--- src/tkpq_pkg.sv ---
package tkpq_pkg;

  // item kinds
  localparam logic KIND_INSERT = 1'b0;
  localparam logic KIND_POP    = 1'b1;

  // largest execution time, 5.0 in 8 fraction bits
  localparam logic [10:0] TIME_MAX = 11'd1280;

  typedef enum logic [1:0] {
    STATUS_OK    = 2'd0,
    STATUS_FULL  = 2'd1,
    STATUS_EMPTY = 2'd2
  } status_e;

  typedef enum logic [2:0] {
    ST_IDLE,
    ST_SCAN,
    ST_FIX,
    ST_INS,
    ST_DONE
  } state_e;

  typedef struct packed {
    logic        kind;
    logic [31:0] job_name;
    logic [2:0]  job_priority;
    logic [10:0] job_time;
  } tkpq_in_t;

  typedef struct packed {
    logic [1:0]  status;
    logic [31:0] out_name;
    logic [2:0]  out_priority;
    logic [10:0] out_time;
    logic [4:0]  occupancy;
  } tkpq_out_t;

endpackage

--- src/two_key_priority_queue.sv ---
// Two-key priority queue for a job scheduler.
// Input channel (in_valid_i / in_stall_o, payload in_data_i): an insert stores
// a job in the lowest free slot, a pop removes the job with the smallest
// priority, then the smallest execution time, then the most recent insert.
// Output channel (out_valid_o / out_stall_i, payload out_data_o): exactly one
// result per input transfer, carrying status, the popped job and occupancy.
// One item is worked on at a time; in_stall_o is high while it is in flight.
// The job store is a single-port-read memory walked one slot per cycle.
// A pop from an empty store or an insert into a full store goes straight to
// the result with no walk of the store.
// A pop makes two walks (find the best job, then close the gap in recency
// ranks); an insert makes one walk (age held jobs, find a free slot).
// The result sits in an output register, so the next item is taken while a
// result waits; a finished item waits in its last state while a held result
// is stalled. Reset empties the queue at once; no clearing pass is needed.
module two_key_priority_queue
  import tkpq_pkg::*;
#(
  parameter int QUEUE_DEPTH = 16
) (
  input  logic      clk_i,
  input  logic      rst_ni,
  input  logic      in_valid_i,
  output logic      in_stall_o,
  input  tkpq_in_t  in_data_i,
  output logic      out_valid_o,
  input  logic      out_stall_i,
  output tkpq_out_t out_data_o
);

  localparam int AW = $clog2(QUEUE_DEPTH);
  localparam int CW = $clog2(QUEUE_DEPTH + 1);
  localparam logic [CW-1:0] DEPTH_C = CW'(QUEUE_DEPTH);

  typedef struct packed {
    logic [31:0]   job_name;
    logic [2:0]    job_priority;
    logic [10:0]   job_time;
    logic [AW-1:0] age;
  } rec_t;

  // job store, recency rank kept with each job
  rec_t mem [QUEUE_DEPTH];

  state_e               state_q, state_d;
  logic [CW-1:0]        cnt_q, cnt_d;
  logic [CW-1:0]        count_q, count_d;
  logic [QUEUE_DEPTH-1:0] valid_q, valid_d;
  logic                 p_q, p_d;
  logic [AW-1:0]        p_idx_q, p_idx_d;
  rec_t                 rd_q;
  tkpq_in_t             cmd_q, cmd_d;
  logic                 best_found_q, best_found_d;
  logic [AW-1:0]        best_idx_q, best_idx_d;
  rec_t                 best_rec_q, best_rec_d;
  logic                 free_found_q, free_found_d;
  logic [AW-1:0]        free_idx_q, free_idx_d;
  status_e              res_status_q, res_status_d;
  logic                 out_valid_q, out_valid_d;
  tkpq_out_t            out_q, out_d;

  logic                 mem_we;
  logic [AW-1:0]        mem_wa;
  rec_t                 mem_wd;
  logic                 mem_re;
  logic [AW-1:0]        rd_addr;
  logic [10:0]          sat_time;

  assign sat_time = (in_data_i.job_time > TIME_MAX) ? TIME_MAX : in_data_i.job_time;

  // store access, read data registered
  always_ff @(posedge clk_i) begin
    if (mem_we) begin
      mem[mem_wa] <= mem_wd;
    end
    if (mem_re) begin
      rd_q <= mem[rd_addr];
    end
  end

  // control state
  always_ff @(posedge clk_i or negedge rst_ni) begin
    if (!rst_ni) begin
      state_q      <= ST_IDLE;
      cnt_q        <= '0;
      count_q      <= '0;
      valid_q      <= '0;
      p_q          <= 1'b0;
      best_found_q <= 1'b0;
      free_found_q <= 1'b0;
      out_valid_q  <= 1'b0;
    end else begin
      state_q      <= state_d;
      cnt_q        <= cnt_d;
      count_q      <= count_d;
      valid_q      <= valid_d;
      p_q          <= p_d;
      best_found_q <= best_found_d;
      free_found_q <= free_found_d;
      out_valid_q  <= out_valid_d;
    end
  end

  // payload registers
  always_ff @(posedge clk_i) begin
    p_idx_q      <= p_idx_d;
    cmd_q        <= cmd_d;
    best_idx_q   <= best_idx_d;
    best_rec_q   <= best_rec_d;
    free_idx_q   <= free_idx_d;
    res_status_q <= res_status_d;
    out_q        <= out_d;
  end

  // sequencer
  always_comb begin
    state_d      = state_q;
    cnt_d        = cnt_q;
    count_d      = count_q;
    valid_d      = valid_q;
    p_d          = 1'b0;
    p_idx_d      = cnt_q[AW-1:0];
    cmd_d        = cmd_q;
    best_found_d = best_found_q;
    best_idx_d   = best_idx_q;
    best_rec_d   = best_rec_q;
    free_found_d = free_found_q;
    free_idx_d   = free_idx_q;
    res_status_d = res_status_q;
    out_d        = out_q;
    out_valid_d  = out_valid_q && out_stall_i;
    mem_we       = 1'b0;
    mem_wa       = p_idx_q;
    mem_wd       = rd_q;
    mem_re       = 1'b0;
    rd_addr      = cnt_q[AW-1:0];
    in_stall_o   = 1'b1;

    // walk issue: one store read per cycle
    if ((state_q == ST_SCAN || state_q == ST_FIX) && cnt_q != DEPTH_C) begin
      mem_re = 1'b1;
      p_d    = 1'b1;
      cnt_d  = cnt_q + 1'b1;
    end

    case (state_q)
      ST_IDLE: begin
        in_stall_o = 1'b0;
        if (in_valid_i) begin
          cmd_d          = in_data_i;
          cmd_d.job_time = sat_time;
          cnt_d          = '0;
          best_found_d   = 1'b0;
          free_found_d   = 1'b0;
          res_status_d   = STATUS_OK;
          if (in_data_i.kind == KIND_POP) begin
            if (count_q == '0) begin
              res_status_d = STATUS_EMPTY;
              state_d      = ST_DONE;
            end else begin
              state_d = ST_SCAN;
            end
          end else begin
            if (count_q == DEPTH_C) begin
              res_status_d = STATUS_FULL;
              state_d      = ST_DONE;
            end else begin
              state_d = ST_FIX;
            end
          end
        end
      end

      // find the best held job
      ST_SCAN: begin
        if (p_q && valid_q[p_idx_q] &&
            (!best_found_q ||
             {rd_q.job_priority, rd_q.job_time, rd_q.age} <
             {best_rec_q.job_priority, best_rec_q.job_time, best_rec_q.age})) begin
          best_found_d = 1'b1;
          best_idx_d   = p_idx_q;
          best_rec_d   = rd_q;
        end
        if (cnt_q == DEPTH_C) begin
          cnt_d   = '0;
          state_d = ST_FIX;
        end
      end

      // rewrite recency ranks, look for a free slot on insert
      ST_FIX: begin
        if (p_q) begin
          if (valid_q[p_idx_q]) begin
            if (cmd_q.kind == KIND_POP) begin
              if (rd_q.age > best_rec_q.age) begin
                mem_we     = 1'b1;
                mem_wd.age = rd_q.age - 1'b1;
              end
            end else begin
              mem_we     = 1'b1;
              mem_wd.age = rd_q.age + 1'b1;
            end
          end else if (!free_found_q) begin
            free_found_d = 1'b1;
            free_idx_d   = p_idx_q;
          end
        end
        if (cnt_q == DEPTH_C) begin
          if (cmd_q.kind == KIND_POP) begin
            valid_d[best_idx_q] = 1'b0;
            count_d             = count_q - 1'b1;
            state_d             = ST_DONE;
          end else begin
            state_d = ST_INS;
          end
        end
      end

      // store the new job as the newest
      ST_INS: begin
        mem_we              = 1'b1;
        mem_wa              = free_idx_q;
        mem_wd.job_name     = cmd_q.job_name;
        mem_wd.job_priority = cmd_q.job_priority;
        mem_wd.job_time     = cmd_q.job_time;
        mem_wd.age          = '0;
        valid_d[free_idx_q] = 1'b1;
        count_d             = count_q + 1'b1;
        state_d             = ST_DONE;
      end

      // hand the result to the output register
      ST_DONE: begin
        if (!out_valid_q || !out_stall_i) begin
          out_valid_d      = 1'b1;
          out_d.status     = res_status_q;
          out_d.occupancy  = 5'(count_q);
          out_d.out_name   = '0;
          out_d.out_priority = '0;
          out_d.out_time   = '0;
          if (cmd_q.kind == KIND_POP && res_status_q == STATUS_OK) begin
            out_d.out_name     = best_rec_q.job_name;
            out_d.out_priority = best_rec_q.job_priority;
            out_d.out_time     = best_rec_q.job_time;
          end
          state_d = ST_IDLE;
        end
      end

      default: begin
        state_d = ST_IDLE;
      end
    endcase
  end

  assign out_valid_o = out_valid_q;
  assign out_data_o  = out_q;

endmodule
--- config.mk ---
export PLATFORM = sky130hd
export DESIGN_NAME = two_key_priority_queue
export DESIGN_NICKNAME = d
export VERILOG_FILES = /design/src/tkpq_pkg.sv /design/src/two_key_priority_queue.sv
export SDC_FILE = /design/constraint.sdc
export NUM_CORES = 1
export LEC_CHECK = 0
export BUFFER_PORTS_ARGS = -buffer_cell sky130_fd_sc_hd__buf_2
export CAP_MARGIN = 0
export CORE_MARGIN = 10
export CORE_UTILIZATION = 59
export DETAILED_ROUTE_END_ITERATION = 10
export HOLD_SLACK_MARGIN = 0.03
export PLACE_DENSITY = 0.76
export SLEW_MARGIN = 15
export SYNTH_ARGS = -nofsm -noshare
export SYNTH_HDL_FRONTEND = slang
export SYNTH_SLANG_ARGS = --single-unit
--- constraint.sdc ---
create_clock -name clk_i -period 12.95 [get_ports clk_i]
set_input_delay 2.59 -clock clk_i [delete_from_list [all_inputs] [get_ports clk_i]]
set_output_delay 2.59 -clock clk_i [all_outputs]
set_load 0.01 [all_outputs]
==> impl_metrics.yaml, run 1 <==
yosys:
  yosys-top-cells-area: "edfxtp_1, mux4_2, dfrtp_1"
  ys_ff_latch: 1047
  yosys_warnings: 0
  async_flop_share_pct: 3.15
  yosysSeqAreaShare_pct: 78.0
  yosys.area.top_type: "edfxtp_1"
  syn_avg_cell_area_sq_um: 21.3
  netlist_area_sq_um: 40000
  synth_common_cells: "edfxtp_1, mux4_2, nand2_1"
  synth_edf_count: 1010
  synth_top_area_share_pct: 75.7
  synth_cells: 1880
  synth_nets: 1957
  synth_most_common_cell: "edfxtp_1"
  ys.flop_type: "edfxtp_1"
  yosysUniqueCellTypes: 62
layout:
  antenna_cells: 0
  final_nets: 2120
  syn2layout_area_growth_pct: 12.7
  drive_gt1_share_pct: 27.5
pwr:
  sequentialPowerShare_pct: 48.5
  irDropWorstVdd_mv: 0.171
  combPwrFrac_pct: 22.1
  power_density_nw_per_um2: 222
  switching_share_pct: 28.2
  p_total_mw: 10.0
  leakagePower_nw: 14.7
  clockPowerShare_pct: 29.4
  power.net_switching_mw: 2.83
  intPower_mw: 7.20
place:
  numPortBuffers: 105
  hpwl_um: 42800
  gp_congestion: 0.788
timing:
  tns_ns: 0
  skew_ns: 0.0328
  finalMaxSlewViolations: 0
  min_period_over_period_pct: 37.4
  relSlewSlack_pct: 16.1
  period_needed_ns: 4.84
  final_hold_viol_count: 0
  rsz0062_at_grt: "false"
  max_freq_mhz: 207
  worstMarginPinSlew_ns: 1.25
  whs_ns: 0.450
  finalSetupViolCount: 0
setup_path:
  r2r_start: "cnt_q[0]$_DFF_PN0_"
  crit_chain: "buf_4 -> buf_4 -> buf_4 -> mux4_2 -> mux4_2"
  crit_top_cell: "buf_4"
  critPathTopFamily: "buffers and inverters"
  end_kind: "flip-flop"
  critPathArrivalTime_ns: 5.24
  cpPeakStageDelay_ns: 0.90
  worst-path-max-fanout: 50
  crit_end: "rd_q[14]$_DFFE_PP_"
  cp.required_ns: 13.35
  rr_endpoint: "rd_q[14]$_DFFE_PP_"
  ff2ff_path_depth: 5
  r2r_setup_slack_ns: 8.11
  critPathKind: "flip-flop to flip-flop"
  crit_cells: 5
  critPathLaunch: "cnt_q[0]$_DFF_PN0_"
  critPathSlowestCell: "buf_4"
  cp-start-kind: "flip-flop"
  critPathBufInv: 3
status:
  status: "completed"
floorplanning:
  fp-row-count: 95
  ios: 106
  dieArea_sq_um: 78700
  start_util_pct: 59.5
  die_width_um: 281
  die_h_um: 281
  coreArea_sq_um: 67300
clocking:
  hold_buffers: 0
  cts_tree: "built"
  cts_max_path_buffers: 3
  path_clk_slew_ns: 0.06
  ctsResizeCount: 0
  cts_num_sinks: 1047
  clock_latency_ns: 0.68
  cts_setup_buffers: 0
  ctsRootBufferMaster: "clkbuf_16"
  cts_buffers: 102
  h-tree-depth: 3
drt:
  via_count: 19300
  first_pass_iters: 5
  antenna_left: 0
  drtIter0Drc: 2328
  drc: 0
  routed_wl_um: 89500
  drt-vias-per-instance: 6.42
  wire_per_inst_um: 29.8
global_routing:
  grt_usage_pct: 23.2
  overflow: 0
  grt_pass1_wl_um: 133000
  grt_max_degree: 76
  grt_antenna_before_repair: 1
  grt_pass1_vias: 20200
hold_path:
  min_path_cells: 0
  hold_path.class: "flip-flop to flip-flop"
flow_run:
  cap_violations: 0
[power by group through the flow]
stage / registers, mW / clock network, mW / logic [mW]
finish: 4.86 / 2.95 / 2.22
global route: 4.89 / 3.12 / 2.41
CTS: 4.86 / 2.99 / 2.22
detailed placement: 4.92 / 0 / 2.20
global placement: 4.91 / 0 / 2.09
floorplan: 4.79 / 0 / 1.63
[cells by family after synthesis]
kind of cell / share of synthesized area [%]
AOI/OAI and AO/OA: 1.43
muxes: 14.4
buffers and inverters: 1.19
DFF: 78.0
xor gates and xnor gates: 0.306
adders and majority gates: 0.831
and+or+nand+nor: 3.87
[worst min path at each step]
stage,slack [ns],to,startpoint
after global placement,0.43,best_rec_q[43]$_DFFE_PP_,rd_q[43]$_DFFE_PP_
after floorplan,0.34,p_idx_q[2]$_DFF_P_,cnt_q[2]$_DFF_PN0_
after detailed placement,0.43,best_rec_q[20]$_DFFE_PP_,rd_q[20]$_DFFE_PP_
final,0.45,best_rec_q[22]$_DFFE_PP_,rd_q[22]$_DFFE_PP_
after global routing,0.46,best_rec_q[36]$_DFFE_PP_,rd_q[36]$_DFFE_PP_
after CTS,0.45,best_rec_q[36]$_DFFE_PP_,rd_q[36]$_DFFE_PP_
[area by class of cell]
class	instances	area [sq um]
inverters	28	105
fillers	4132	22200
clock buffers	121	2670
flip-flops and latches	1047	31200
well taps	873	1090
clock inverters	70	692
repair buffers	146	841
multi-input cells	718	8470
[cell usage in the layout, fill, tap and decap left out, drive strengths merged, types with 3 or more instances in the layout]
cell,n
a211oi,6
a21o,5
a21oi,17
and2,58
buf,146
bufinv,12
clkbuf,121
clkinv,51
dfrtp,33
dfxtp,4
edfxtp,1010
ha,25
inv,33
mux2i,8
mux4,251
nand2,175
nand2b,7
nand3,7
nand3b,3
nand4,4
nor2,40
nor2b,4
nor3,12
nor4,3
o21a,3
o21ai,31
o31ai,5
o32a,3
or2b,3
or3,3
xnor2,8
xor2,6
[flip-flops by register name, summed over array words and instances (netlist names), 5 cells and up]
| name | count |
|---|---|
| valid_q | 16 |
| cmd_q | 47 |
| best_rec_q | 50 |
| rd_q | 50 |
| count_q | 5 |
| cnt_q | 5 |
| mem | 800 |
| out_data_o | 53 |
[stage by stage]
| step | instances | utilization, % | cell area (sq um) | worst slack, ns |
|---|---|---|---|---|
| after CTS | 3002 | 67.0 | 45100 | 7.93 |
| final | 3003 | 67.1 | 45100 | 8.11 |
| after global routing | 3003 | 67.1 | 45100 | 7.61 |
| after global placement | 2811 | 62.0 | 41700 | 8.06 |
| after floorplan | 1880 | - | 40000 | 6.95 |
| after detailed placement | 2811 | 62.0 | 41700 | 8.01 |
[routing by layer]
metal  GRT usage [%]  wire, um  vias to the layer above
li1                -         -                     7958
met1            31.7     33200                    10000
met2            37.8     44900                     1137
met3            4.17      9180                      169
met4            7.86      2300                        0
met5               0         0                        -
Power figures use the tool's default switching activity.
==> run 2, diff against run 1 <==
clock period = 4.6 ns   (was 12.95 ns; I/O delays follow)
==> run 2 against run 1 <==
Against the previous run: register-to-register slack worse by 7.2 ns; clock power rose to 2.7 times the previous value; global-route usage down 0.063 points; highest routed layer unchanged; critical path type unchanged.
==> impl_metrics.yaml, run 2 (synthesized netlist as in run 1, its figures left out) <==
clocking:
  hold_buffers: 0
  cts_tree: "built"
  cts_setup_buffers: 0
  ctsRootBufferMaster: "clkbuf_16"
  cts_buffers: 100
  path_clk_slew_ns: 0.06
  cts_num_sinks: 1047
  ctsResizeCount: 0
  cts_max_path_buffers: 3
  h-tree-depth: 3
  clock_latency_ns: 0.68
setup_path:
  cp.required_ns: 4.94
  worst-path-max-fanout: 22
  crit_chain: "mux2i_1 -> mux4_2 -> o32a_2 -> a21oi_4 -> o221ai_2 -> nor2_4 -> buf_12 -> buf_4"
  end_kind: "flip-flop"
  critPathArrivalTime_ns: 4.03
  r2r_start: "p_idx_q[2]$_DFF_P_"
  critPathSlowestCell: "dfxtp_1"
  rr_endpoint: "mem[9][8]$_DFFE_PP_"
  cp-start-kind: "flip-flop"
  r2r_setup_slack_ns: 0.91
  cpPeakStageDelay_ns: 0.73
  critPathKind: "flip-flop to flip-flop"
  crit_cells: 8
  critPathTopFamily: "compound AO/OA/AOI/OAI gates"
  ff2ff_path_depth: 8
  critPathBufInv: 2
global_routing:
  grt_pass1_wl_um: 134000
  grt_pass1_vias: 20200
  grt_max_degree: 110
  overflow: 0
  grt_antenna_before_repair: 1
  grt_usage_pct: 23.2
drt:
  antenna_left: 0
  drtIter0Drc: 2334
  drt-vias-per-instance: 6.42
  routed_wl_um: 89200
  via_count: 19300
  wire_per_inst_um: 29.7
  first_pass_iters: 7
  drc: 0
layout:
  final_nets: 2129
  regMostFlops: "mem"
  final_util_pct: 67.1
  syn2layout_area_growth_pct: 12.8
  postLayoutCellArea_sq_um: 45200
  drive_gt1_share_pct: 27.4
  largest_reg_flops: 800
  antenna_cells: 0
  final_common_cell: "edfxtp_1"
  final_cell_mix: "edfxtp_1, mux4_2, nand2_1"
floorplanning:
  ios: 106
  fp-row-count: 95
  coreArea_sq_um: 67300
  dieArea_sq_um: 78700
  die_h_um: 281
  die_width_um: 281
  start_util_pct: 59.5
timing:
  max_freq_mhz: 271
  min_period_over_period_pct: 80.3
  finalSetupViolCount: 0
  period_needed_ns: 3.69
  rsz0062_at_grt: "false"
  worstMarginPinSlew_ns: 1.19
  timing.final.ws_setup_ns: 0.905
  whs_ns: 0.362
  finalMaxSlewViolations: 0
  skew_ns: 0.0282
  relSlewSlack_pct: 19.7
  final_hold_viol_count: 0
pwr:
  irDropWorstVdd_mv: 0.538
  power_density_nw_per_um2: 623
  p_total_mw: 28.1
  leakagePower_nw: 14.7
place:
  post-place-ws_ns: 0.929
  gp_congestion: 0.817
  hpwl_um: 46600
  numPortBuffers: 105
  placed_cell_area_sq_um: 41900
hold_path:
  hold_path.class: "input pin to async pin"
status:
  status: "completed"
flow_run:
  cap_violations: 0
[run 2: cell types whose count changed in the layout (fill, tap and decap cells not counted)]
cell	change
buf_12	+9
buf_4	+3
buf_8	-1
bufinv_16	-4
clkbuf_1	+1
clkbuf_16	-3
clkbuf_8	-1
clkinv_1	+4
clkinv_16	+3
clkinv_2	-3
clkinv_4	+1
inv_6	-3
[run 2: power breakdown]
part / switching (mW) / internal [mW] / total [mW]
sequential: 0.612 / 13.0 / 13.7
combinational: 4.03 / 2.43 / 6.46
clock: 3.53 / 4.49 / 8.03
total: 8.18 / 20.0 / 28.1
[run 2: cell type report]
class	instances	area (sq um)
Multi-Input combinational cell	718	8470
Clock inverter	68	644
Timing Repair Buffer	157	1030
Tap cell	873	1090
Clock buffer	118	2580
Inverter	28	105
Sequential cell	1047	31200
Fill cell	4034	22100
[run 2: worst reg2reg max path, stage by stage, from the launching register on]
cell and delay (ns):
dfxtp_1 0.73, mux2i_1 0.18, mux4_2 0.52, o32a_2 0.31
a21oi_4 0.25, o221ai_2 0.27, nor2_4 0.50, buf_12 0.27
buf_4 0.32
[run 2: worst max-delay path by stage]
stage / from / to / slack, ns
CTS: p_idx_q[2]$_DFF_P_ / mem[9][8]$_DFFE_PP_ / 0.91
floorplan: p_idx_q[3]$_DFF_P_ / mem[4][0]$_DFFE_PP_ / -0.96
global placement: p_idx_q[2]$_DFF_P_ / mem[9][6]$_DFFE_PP_ / 0.56
finish: p_idx_q[2]$_DFF_P_ / mem[9][8]$_DFFE_PP_ / 0.91
global route: p_idx_q[2]$_DFF_P_ / mem[9][8]$_DFFE_PP_ / 0.76
detailed placement: p_idx_q[2]$_DFF_P_ / mem[9][4]$_DFFE_PP_ / 0.93
[run 2: routing by layer]
layer | part of all wire [%] | GRT usage [%] | vias up
met4 | 2.1 | 6.67 | 0
met2 | 51 | 38.2 | 1056
li1 | - | - | 7980
met3 | 8.5 | 3.64 | 124
met1 | 39 | 32.0 | 10200
met5 | 0 | 0 | -
[run 2: per-stage QoR]
stage | std cells | setup TNS, ns
floorplan | 1880 | -384.12
global placement | 2822 | 0
detailed placement | 2823 | 0
CTS | 3009 | 0
global route | 3009 | 0
finish | 3009 | 0
